### config.mk
export PLATFORM = sky130hd
export DESIGN_NAME = utf8_stream_validator
export DESIGN_NICKNAME = d
export VERILOG_FILES = /design/src/utf8v_pkg.sv /design/src/utf8_stream_validator.sv /design/src/utf8v_step.sv
export SDC_FILE = /design/constraint.sdc
export NUM_CORES = 1
export LEC_CHECK = 0
export BUFFER_PORTS_ARGS = -buffer_cell sky130_fd_sc_hd__buf_4
export CAP_MARGIN = 20
export CORE_MARGIN = 4
export CORE_UTILIZATION = 40
export CTS_BUF_LIST = sky130_fd_sc_hd__clkbuf_2
export DETAILED_ROUTE_END_ITERATION = 10
export GPL_ROUTABILITY_DRIVEN = 0
export GPL_TIMING_DRIVEN = 0
export PLACE_DENSITY_LB_ADDON = 0.3
export SYNTH_ARGS = -nofsm -noshare
export SYNTH_HDL_FRONTEND = slang
export SYNTH_SLANG_ARGS = --single-unit
### constraint.sdc
create_clock -name clock -period 2.05 [get_ports clock]
set_input_delay 0.3075 -clock clock [delete_from_list [all_inputs] [get_ports clock]]
set_output_delay 0.3075 -clock clock [all_outputs]
set_load 0.02 [all_outputs]
### src/utf8v_pkg.sv
// Shared types and byte constants for the UTF-8 stream validator.
// Used by utf8v_step and utf8_stream_validator; depends on nothing.
`default_nettype none

package utf8v_pkg;

   // Per-string tracking state, cleared after every verdict.
   typedef struct packed {
      logic [1:0] bytes_pending;
      logic [1:0] cont_position;
      logic [7:0] lead_held;
      logic [7:0] first_cont_held;
      logic       error_seen;
   } utf8v_state_type;

   localparam logic [7:0] ASCII_LIMIT   = 8'h80;
   localparam logic [7:0] MASK_E0       = 8'hE0;
   localparam logic [7:0] MASK_F0       = 8'hF0;
   localparam logic [7:0] MASK_F8       = 8'hF8;
   localparam logic [7:0] MASK_FE       = 8'hFE;
   localparam logic [7:0] MASK_C0       = 8'hC0;
   localparam logic [7:0] LEAD2_TAG     = 8'hC0;
   localparam logic [7:0] LEAD3_TAG     = 8'hE0;
   localparam logic [7:0] LEAD4_TAG     = 8'hF0;
   localparam logic [7:0] CONT_TAG      = 8'h80;
   localparam logic [7:0] OVERLONG2_TAG = 8'hC0;
   localparam logic [7:0] LEAD_E0       = 8'hE0;
   localparam logic [7:0] LEAD_ED       = 8'hED;
   localparam logic [7:0] LEAD_EF       = 8'hEF;
   localparam logic [7:0] LEAD_F0       = 8'hF0;
   localparam logic [7:0] LEAD_F4       = 8'hF4;
   localparam logic [7:0] CONT_8F       = 8'h8F;
   localparam logic [7:0] CONT_BF       = 8'hBF;
   localparam logic [7:0] CONT_BE       = 8'hBE;
   localparam logic [7:0] SURR_TAG      = 8'hA0;
   localparam logic [7:0] CONT_80       = 8'h80;

endpackage

`default_nettype wire

### src/utf8_stream_validator.sv
// UTF-8 stream validator, top level: input register, state, result register.
// Depends on utf8v_pkg and utf8v_step.
//
// Usage: the string arrives one byte per request on the req_ channel
// (req_byte_value, req_last_byte, req_empty_string). A request with
// req_last_byte set produces one result on the rsp_ channel, rsp_is_valid,
// telling whether the whole string was well-formed UTF-8. A request with
// req_empty_string set produces rsp_is_valid = 1 and drops any partial
// string. Other requests produce no result.
// Timing: a request is registered in the input register on acceptance;
// its state update and verdict are computed from that register, and the
// verdict is registered in the result register when the request advances.
// Throughput is one byte per cycle while req_stall is low.
// Stall: while rsp_stall holds a waiting verdict, bytes that produce no
// result still flow; a request that ends a string waits in the input
// register, and req_stall rises only then.
// Reset: synchronous, active high; clears all tracking state and both
// valid flags.
`default_nettype none

module utf8_stream_validator
   import utf8v_pkg::*;
(
   input  wire logic       clock,
   input  wire logic       reset,
   input  wire logic       req_valid,
   output logic            req_stall,
   input  wire logic [7:0] req_byte_value,
   input  wire logic       req_last_byte,
   input  wire logic       req_empty_string,
   output logic            rsp_valid,
   input  wire logic       rsp_stall,
   output logic            rsp_is_valid
);

   logic            in_valid_ff, in_valid_in;
   logic [7:0]      in_byte_ff;
   logic            in_last_ff;
   logic            in_empty_ff;
   utf8v_state_type state_ff, state_in, step_state;
   logic            step_verdict;
   logic            rsp_valid_ff, rsp_valid_in;
   logic            rsp_is_valid_ff;
   logic            accept, advance, ends_string, out_free, load_rsp;

   assign ends_string = in_last_ff | in_empty_ff;
   assign out_free    = !rsp_valid_ff || !rsp_stall;
   // Bytes that produce no verdict never wait on the result side.
   assign advance     = in_valid_ff && (!ends_string || out_free);
   assign load_rsp    = advance && ends_string;
   assign req_stall   = in_valid_ff && !advance;
   assign accept      = req_valid && !req_stall;

   utf8v_step u_step (
      .state_i        (state_ff),
      .byte_value_i   (in_byte_ff),
      .last_byte_i    (in_last_ff),
      .empty_string_i (in_empty_ff),
      .state_o        (step_state),
      .verdict_o      (step_verdict)
   );

   always_comb begin
      in_valid_in = in_valid_ff;
      if (accept) begin
         in_valid_in = 1'b1;
      end else if (advance) begin
         in_valid_in = 1'b0;
      end
      rsp_valid_in = rsp_valid_ff;
      if (load_rsp) begin
         rsp_valid_in = 1'b1;
      end else if (rsp_valid_ff && !rsp_stall) begin
         rsp_valid_in = 1'b0;
      end
      state_in = advance ? step_state : state_ff;
   end

   always_ff @(posedge clock) begin
      if (reset) begin
         in_valid_ff  <= 1'b0;
         rsp_valid_ff <= 1'b0;
         state_ff     <= '0;
      end else begin
         in_valid_ff  <= in_valid_in;
         rsp_valid_ff <= rsp_valid_in;
         state_ff     <= state_in;
      end
   end

   always_ff @(posedge clock) begin
      if (accept) begin
         in_byte_ff  <= req_byte_value;
         in_last_ff  <= req_last_byte;
         in_empty_ff <= req_empty_string;
      end
      if (load_rsp) begin
         rsp_is_valid_ff <= step_verdict;
      end
   end

   assign rsp_valid    = rsp_valid_ff;
   assign rsp_is_valid = rsp_is_valid_ff;

`ifndef ASSERT_OFF
   a_clear_after_verdict: assert property (@(posedge clock) disable iff (reset)
      load_rsp |=> state_ff == '0)
      else $error("tracking state not cleared after a verdict");

   a_count_bound: assert property (@(posedge clock) disable iff (reset)
      ({1'b0, state_ff.bytes_pending} + {1'b0, state_ff.cont_position}) <= 3'd3)
      else $error("pending plus taken continuation bytes exceeds three");

   a_error_sticky: assert property (@(posedge clock) disable iff (reset)
      state_ff.error_seen && !load_rsp |=> state_ff.error_seen)
      else $error("error flag dropped before the end of the string");

   a_no_overwrite: assert property (@(posedge clock) disable iff (reset)
      rsp_valid_ff && rsp_stall |=> rsp_valid_ff && $stable(rsp_is_valid_ff))
      else $error("waiting verdict overwritten while stalled");

   a_pending_verdict_stalls: assert property (@(posedge clock) disable iff (reset)
      in_valid_ff && ends_string && rsp_valid_ff && rsp_stall |-> req_stall && !advance)
      else $error("string end advanced into an occupied result register");
`endif

endmodule

`default_nettype wire

### src/utf8v_step.sv
// Combinational per-byte update of the validator state and the verdict.
// Depends on utf8v_pkg for the state type and byte constants.
`default_nettype none

module utf8v_step
   import utf8v_pkg::*;
(
   input  wire utf8v_state_type state_i,
   input  wire logic [7:0]      byte_value_i,
   input  wire logic            last_byte_i,
   input  wire logic            empty_string_i,
   output utf8v_state_type      state_o,
   output logic                 verdict_o
);

   utf8v_state_type work;

   always_comb begin
      work      = state_i;
      verdict_o = 1'b0;
      state_o   = state_i;
      if (empty_string_i) begin
         state_o   = '0;
         verdict_o = 1'b1;
      end else begin
         if (!work.error_seen) begin
            if (work.bytes_pending == 2'd0) begin
               work.lead_held       = byte_value_i;
               work.first_cont_held = '0;
               work.cont_position   = '0;
               if (byte_value_i < ASCII_LIMIT) begin
                  work.bytes_pending = 2'd0;
               end else if ((byte_value_i & MASK_E0) == LEAD2_TAG) begin
                  if ((byte_value_i & MASK_FE) == OVERLONG2_TAG) begin
                     work.error_seen = 1'b1;
                  end
                  work.bytes_pending = 2'd1;
               end else if ((byte_value_i & MASK_F0) == LEAD3_TAG) begin
                  work.bytes_pending = 2'd2;
               end else if ((byte_value_i & MASK_F8) == LEAD4_TAG) begin
                  if (byte_value_i > LEAD_F4) begin
                     work.error_seen = 1'b1;
                  end
                  work.bytes_pending = 2'd3;
               end else begin
                  work.error_seen = 1'b1;
               end
            end else if ((byte_value_i & MASK_C0) != CONT_TAG) begin
               work.error_seen = 1'b1;
            end else begin
               if (work.cont_position == 2'd0) begin
                  work.first_cont_held = byte_value_i;
                  // Range checks on the first continuation byte by lead.
                  if (work.lead_held == LEAD_E0 && (byte_value_i & MASK_E0) == CONT_80) begin
                     work.error_seen = 1'b1;
                  end
                  if (work.lead_held == LEAD_ED && (byte_value_i & MASK_E0) == SURR_TAG) begin
                     work.error_seen = 1'b1;
                  end
                  if (work.lead_held == LEAD_F0 && (byte_value_i & MASK_F0) == CONT_80) begin
                     work.error_seen = 1'b1;
                  end
                  if (work.lead_held == LEAD_F4 && byte_value_i > CONT_8F) begin
                     work.error_seen = 1'b1;
                  end
               end else if (work.cont_position == 2'd1) begin
                  // Catches the noncharacters U+FFFE and U+FFFF.
                  if (work.lead_held == LEAD_EF && work.first_cont_held == CONT_BF &&
                      (byte_value_i & MASK_FE) == CONT_BE) begin
                     work.error_seen = 1'b1;
                  end
               end
               work.cont_position = work.cont_position + 2'd1;
               work.bytes_pending = work.bytes_pending - 2'd1;
            end
         end
         verdict_o = !work.error_seen && (work.bytes_pending == 2'd0);
         state_o   = last_byte_i ? '0 : work;
      end
   end

endmodule

`default_nettype wire

# [Word level (Yosys, flattened, before mapping)]
# Index checks and enable logic that the tools add are counted.
# Widths: inputs -> output; s select.
[word_totals] regBits=34 in_bits=14 out_inout_bits=3 word_cells=97
[op_classes] n_addsub=2 order_cmp=3 n_eq_ne=18 mux=32 bitwise_logic=1 reduce_logical=30
[op_table] cell="$mux 21" count=4
[op_table] cell="$eq 8x8->1 const B" count=6
[op_table] cell="$mux 8" count=3
[op_table] cell="$mux 1" count=18
[op_table] cell="$gt 8x8->1 const B" count=2
[op_table] cell="$eq 7x7->1 const B" count=2
[op_table] cell="$logic_and 1x1->1" count=12
[op_table] cell="$eq 3x3->1 const B" count=3
[op_table] cell="$mux 9" count=1
[op_table] cell="$eq 4x4->1 const B" count=2
[op_table] cell="$lt 8x8->1 const B" count=1
[op_table] cell="$mux 2" count=4
[op_table] cell="$mux 4" count=2
[op_table] cell="$logic_not 1->1" count=6
[op_table] cell="$logic_not 2->1" count=3
[op_table] cell="$reduce_and 3->1" count=2
[op_table] cell="$eq 5x5->1 const B" count=1
[op_table] cell="$ne 4x3->1 const B" count=1
[op_table] cell="$reduce_and 4->1" count=1
[op_table] cell="$reduce_bool 2->1" count=2
[op_table] cell="$reduce_bool 4->1" count=1
[op_table] cell="$ne 3x3->1 const B" count=1
[op_table] cell="$reduce_bool 3->1" count=1
[op_table] cell="$add 2x1->2 const B" count=1
[op_table] cell="5 further kinds" count=6

# [Depth between registers and ports, before layout]
[depth] word_depth=13 ltp_mapped=8 ltp_nobuf=7

# [Cells and area by module]
# Synthesis repeated with hierarchy kept, for this count alone.
[hier_totals] cells_unflattened=232 area_unflattened_um2=2034.5
[modules_own_cells] module="utf8_stream_validator" instances=1 cells_per_inst=113 area_per_inst_um2=1375.1 seq_area_each_um2=790.8
[modules_own_cells] module="utf8v_step" instances=1 cells_per_inst=119 area_per_inst_um2=659.4 seq_area_each_um2=0.0

# [Worst setup path after synthesis]
# OpenSTA, ideal clock, no wires.
[synth_path] kind="register to register" start="register state_ff[18] (netlist name)" end="register rsp_is_valid_ff (netlist: rsp_is_valid), data pin" setup_time_ps=259 t_arrival_ps=1848 required_ps=1791 path_slack_ps=-57 path_stages_with_launch=8 n_path_buf=0 synth_period_minus_slack_ps=2107 path_cell_list="dfxtp_1 -> inv_1 -> ha_1 -> nand4_1 -> or4_1 -> o21a_1 -> o41a_1 -> o31a_1"
[synth_via] elab_chain_cells=9 word_cells_on_any_way=10 cone_classes="eq/ne (1); mux (6); reduce/logical (3)"
[synth_lines] element="start, declared" line="utf8_stream_validator.sv:40" rtl="utf8v_state_type state_ff, state_in, step_state;"
[synth_lines] element="start signal, assigned" line="utf8_stream_validator.sv:87" rtl="state_ff <= state_in;"
[synth_lines] element="$eq 2x1->1" line="utf8v_step.sv:66" rtl="end else if (work.cont_position == 2'd1) begin"
[synth_lines] element="$mux 1" line="utf8v_step.sv:66"
[synth_lines] element="$mux 1 (*)" line="utf8v_step.sv:51" rtl="if (work.cont_position == 2'd0) begin"
[synth_lines] element="$mux 1 (*)" line="utf8v_step.sv:48" rtl="end else if ((byte_value_i & MASK_C0) != CONT_TAG) begin"
[synth_lines] element="$mux 9 (*)" line="utf8v_step.sv:27" rtl="if (work.bytes_pending == 2'd0) begin"
[synth_lines] element="$mux 21 (*)" line="utf8v_step.sv:26" rtl="if (!work.error_seen) begin"
[synth_lines] element="$mux 21 (*)" line="utf8v_step.sv:22" rtl="if (empty_string_i) begin"
[synth_lines] element="$logic_not 1->1 (*)" line="utf8v_step.sv:77" rtl="verdict_o = !work.error_seen && (work.bytes_pending == 2'd0);"
[synth_lines] element="$logic_and 1x1->1 (*)" line="utf8v_step.sv:77"
[synth_lines] element="end signal, assigned" line="utf8_stream_validator.sv:98" rtl="rsp_is_valid_ff <= step_verdict;"
[synth_lines] element="end, declared" line="utf8_stream_validator.sv:43" rtl="logic rsp_is_valid_ff;"
# Mark *: on every way between the ends. The rest lies on a longest branch, timed or not. The select of a mux whose other input is x is not followed.
# A chain may end at the register's enable or synchronous reset.

# [Worst setup path after layout]
[layout_path] start="register state_ff[17] (netlist name)" end="register rsp_is_valid_ff (netlist: rsp_is_valid), data pin"
# Same word-level chain as after synthesis.

==> flow_metrics.py <==
metrics = {
    "pwr": {
        "max-vdd-ir-drop_mv": 0.350,
        "pwr_density_cell_nw_per_um2": 685,
        "total_power_mw": 1.30,
        "leakagePower_nw": 0.678,
    },
    "synthesis": {
        "ys_seq_area_share_pct": 50.8,
        "synth_area_leader_cell": "dfxtp_1",
        "synth.cell_area_sq_um": 1560,
        "ys_top_cells_by_area": "dfxtp_1 30%, edfxtp_1 21%, a21oi_1 7.7%",
        "ys_seq_elements": 34,
        "avgSynthCellArea_sq_um": 9.27,
        "synth_nets": 185,
        "ys_types": 37,
        "synth_top_area_share_pct": 29.6,
        "yosys_warnings": 0,
        "synthCells": 168,
    },
    "sta": {
        "clock_skew_ns": 0.0130,
        "period_minus_slack_ns": 2.16,
        "relSlewSlack_pct": 40.9,
        "tightest_slew_ns": 0.879,
        "finalSetupViolCount": 1,
        "timing.final.ws_setup_ns": -0.115,
        "fmax_ghz": 0.462,
        "drv_slew": 0,
        "hold_viol": 0,
        "post-route-period-util_pct": 106,
        "rsz0062_at_grt": "true",
    },
    "critical_path": {
        "required_ns": 2.20,
        "crit_path_end_kind": "register",
        "reg2reg_depth": 6,
        "reg2reg_slack_ns": -0.11,
        "cp_data_arrival_time_ns": 2.32,
        "worst_r2r_endpoint": "rsp_is_valid",
        "criticalPathCategory": "register to register",
        "reg2reg_from": "state_ff[17]",
        "critPathLaunchType": "register",
        "path_max_fanout": 2,
    },
    "routing": {
        "drc": 0,
        "drtPass1Iterations": 4,
        "postRouteAntennaNets": 0,
        "vias": 1427,
        "drt_wl_total_um": 3690,
        "routedWlPerCell_um": 15.0,
        "routed_via_density": 5.80,
        "drt_iter0_drc": 106,
    },
    "finish": {
        "final_util_pct": 51.0,
        "areaGrowthSynthToFinish_pct": 21.6,
        "final_nets": 214,
        "stdcell_area_sq_um": 1890,
        "drive_above_1_share_pct": 22.7,
        "diodes": 0,
    },
    "floorplan": {
        "fp.coreArea_sq_um": 3720,
        "rows": 22,
        "initial_core_util_pct": 41.9,
        "die_area_sq_um": 4960,
        "pin_count": 17,
        "die_h_um": 70.4,
        "dieWidth_um": 70.4,
    },
    "grt": {
        "antenna_found_initial": 0,
        "grt_pass1_vias": 1312,
        "grt_pass1_wl_um": 6030,
        "overflow": 0,
        "grt_usage_pct": 15.4,
        "grt_start_max_net_pins": 11,
    },
    "cts": {
        "cts_sinks": 34,
        "cts_buffers": 5,
        "cts.htree.levels": 2,
        "cts_tree": "done",
        "cts_buffer_depth": 2,
        "cts.clk_slew.worst_paths_ns": 0.16,
        "clock_latency_ns": 0.39,
        "hold_buffers": 0,
        "clockRootBuffer": "clkbuf_2",
    },
    "placed_design": {
        "placed_area_sq_um": 1740,
        "portBuffers": 16,
        "dp_hpwl_um": 2540,
    },
    "worst_hold_path": {
        "min-delay-start": "req_byte_value[3]",
        "hold_depth": 1,
        "hold_path_class": "primary input to register",
        "whs_endpoint": "in_byte_ff[3]",
    },
    "flow_run": {
        "maxCapViolations": 0,
    },
    "status": {
        "outcome": "complete, but fails checks",
        "failed_checks": "negative setup slack",
    },
}
==> where the power goes <==
group | total, mW | switching [mW] | internal, mW | leakage, nW
clock network | 0.434 | 0.217 | 0.217 | 0.0432
logic | 0.128 | 0.0722 | 0.0557 | 0.342
registers | 0.735 | 0.0185 | 0.717 | 0.293
total | 1.30 | 0.308 | 0.990 | 0.678
==> metal layers <==
| metal | routed length, um | track usage, % | vias up |
|---|---|---|---|
| met5 | 0 | 0 | - |
| met4 | 114 | 7.66 | 0 |
| met3 | 218 | 5.32 | 13 |
| met2 | 1750 | 25.1 | 58 |
| met1 | 1610 | 17.9 | 682 |
| li1 | - | - | 674 |
==> critical path: stages, from the launching register on <==
cell and delay, ns:
dfxtp_1 0.41, ha_4 0.14, nand4_1 0.08, or4_4 0.43, o21a_1 0.20, o41a_1 0.41
o31a_1 0.26
==> logic make-up (layout without fill, tap and decap cells) <==
| logic type | Yosys count | in the layout | share of synthesized area, % |
|---|---|---|---|
| adders and majority gates | 3 | 3 | 2.41 |
| AOI/OAI and AO/OA | 44 | 44 | 17.5 |
| buffers and inverters | 13 | 43 | 3.61 |
| and+or+nand+nor | 73 | 73 | 25.0 |
| DFF | 34 | 34 | 50.8 |
| muxes | 1 | 1 | 0.723 |
==> cells in the mapped netlist <==
master    instances
clkbuf_1          6
o21a_1            2
nor4_1            3
nand4_1           3
inv_1             6
o41a_1            1
o31a_1            1
a31oi_1           1
nand3b_1          2
a21oi_1          24
nor3b_1           2
or4_1             3
o21ai_1           1
nand2b_1         11
a32oi_1           1
or3_1             1
a211o_2           1
mux2_2            1
ha_1              3
nor2_2            1
o211ai_1          4
o221ai_1          1
a21o_1            3
nand4b_1          1
o22ai_1           1
a22oi_1           1
dfxtp_1          23
nor3_1            3
nand2_1          13
nand2_2           1
o21ai_0           1
nor2_1            8
edfxtp_1         11
buf_6             1
nand3_1          18
o31ai_1           1
nor2b_1           3
==> cells in the final DEF (no fill, tap or decap), types with 2 or more instances in the layout <==
| cell type | netlist | final |
|---|---|---|
| nand2_1 | 13 | 13 |
| nand3_1 | 18 | 18 |
| a21o_1 | 3 | 3 |
| edfxtp_1 | 11 | 11 |
| nor2b_1 | 3 | 2 |
| clkbuf_2 | 0 | 8 |
| buf_4 | 0 | 21 |
| dfxtp_1 | 23 | 22 |
| or4_1 | 3 | 2 |
| o21a_1 | 2 | 2 |
| nand2b_1 | 11 | 11 |
| a21oi_1 | 24 | 22 |
| inv_1 | 6 | 5 |
| nor4_1 | 3 | 2 |
| nand4_1 | 3 | 3 |
| clkbuf_1 | 6 | 5 |
| a21oi_2 | 0 | 2 |
| nor3b_1 | 2 | 2 |
| o211ai_1 | 4 | 4 |
| nor3_1 | 3 | 3 |
| nand3b_1 | 2 | 2 |
| nor2_1 | 8 | 8 |
| ha_1 | 3 | 2 |
==> repair_timing <==
item,CTS,global route
endpoints found under the hold margin,0,0
setup endpoints to repair,16,16
pin swaps,0,7
gates resized for setup,2,11
setup buffers,1,4
==> sequential cells by signal, summed over array words and instances, names as in the netlist <==
register and flops:
in_last_ff 1, in_byte_ff 8, rsp_valid 1, in_valid_ff 1
rsp_is_valid 1, in_empty_ff 1, state_ff 21
==> through the flow <==
stage / setup TNS (ns) / hold slack [ns] / instances / worst slack, ns
after global routing: -0.348 / 0.0486 / 246 / -0.210
after global placement: -0.697 / 0.441 / 232 / -0.161
after floorplan: 0 / 0.384 / 168 / 0.0326
final: -0.115 / 0.0884 / 246 / -0.115
after detailed placement: -0.735 / 0.457 / 233 / -0.0971
after CTS: -0.125 / 0.0704 / 242 / -0.125
==> final cells by class <==
cell class | instances | area [sq um]
clock buffers | 7 | 35.0
multi-input cells | 121 | 757
fillers | 341 | 1820
flip-flops and latches | 34 | 792
inverters | 6 | 22.5
plain buffers | 7 | 35.0
repair buffers | 22 | 163
well taps | 48 | 60.1
clock inverters | 1 | 30.0
==> how the worst max path moves through the flow <==
stage / start / endpoint / slack (ns) / cells past startpoint
floorplan: state_ff[18] / rsp_is_valid / 0.03 / 7
global placement: state_ff[19] / state_ff[17] / -0.16 / 6
detailed placement: in_byte_ff[3] / rsp_is_valid / -0.1 / 5
CTS: state_ff[18] / rsp_is_valid / -0.13 / 7
global route: state_ff[17] / rsp_is_valid / -0.21 / 6
finish: state_ff[17] / rsp_is_valid / -0.11 / 6
Power figures use the tool's default switching activity.
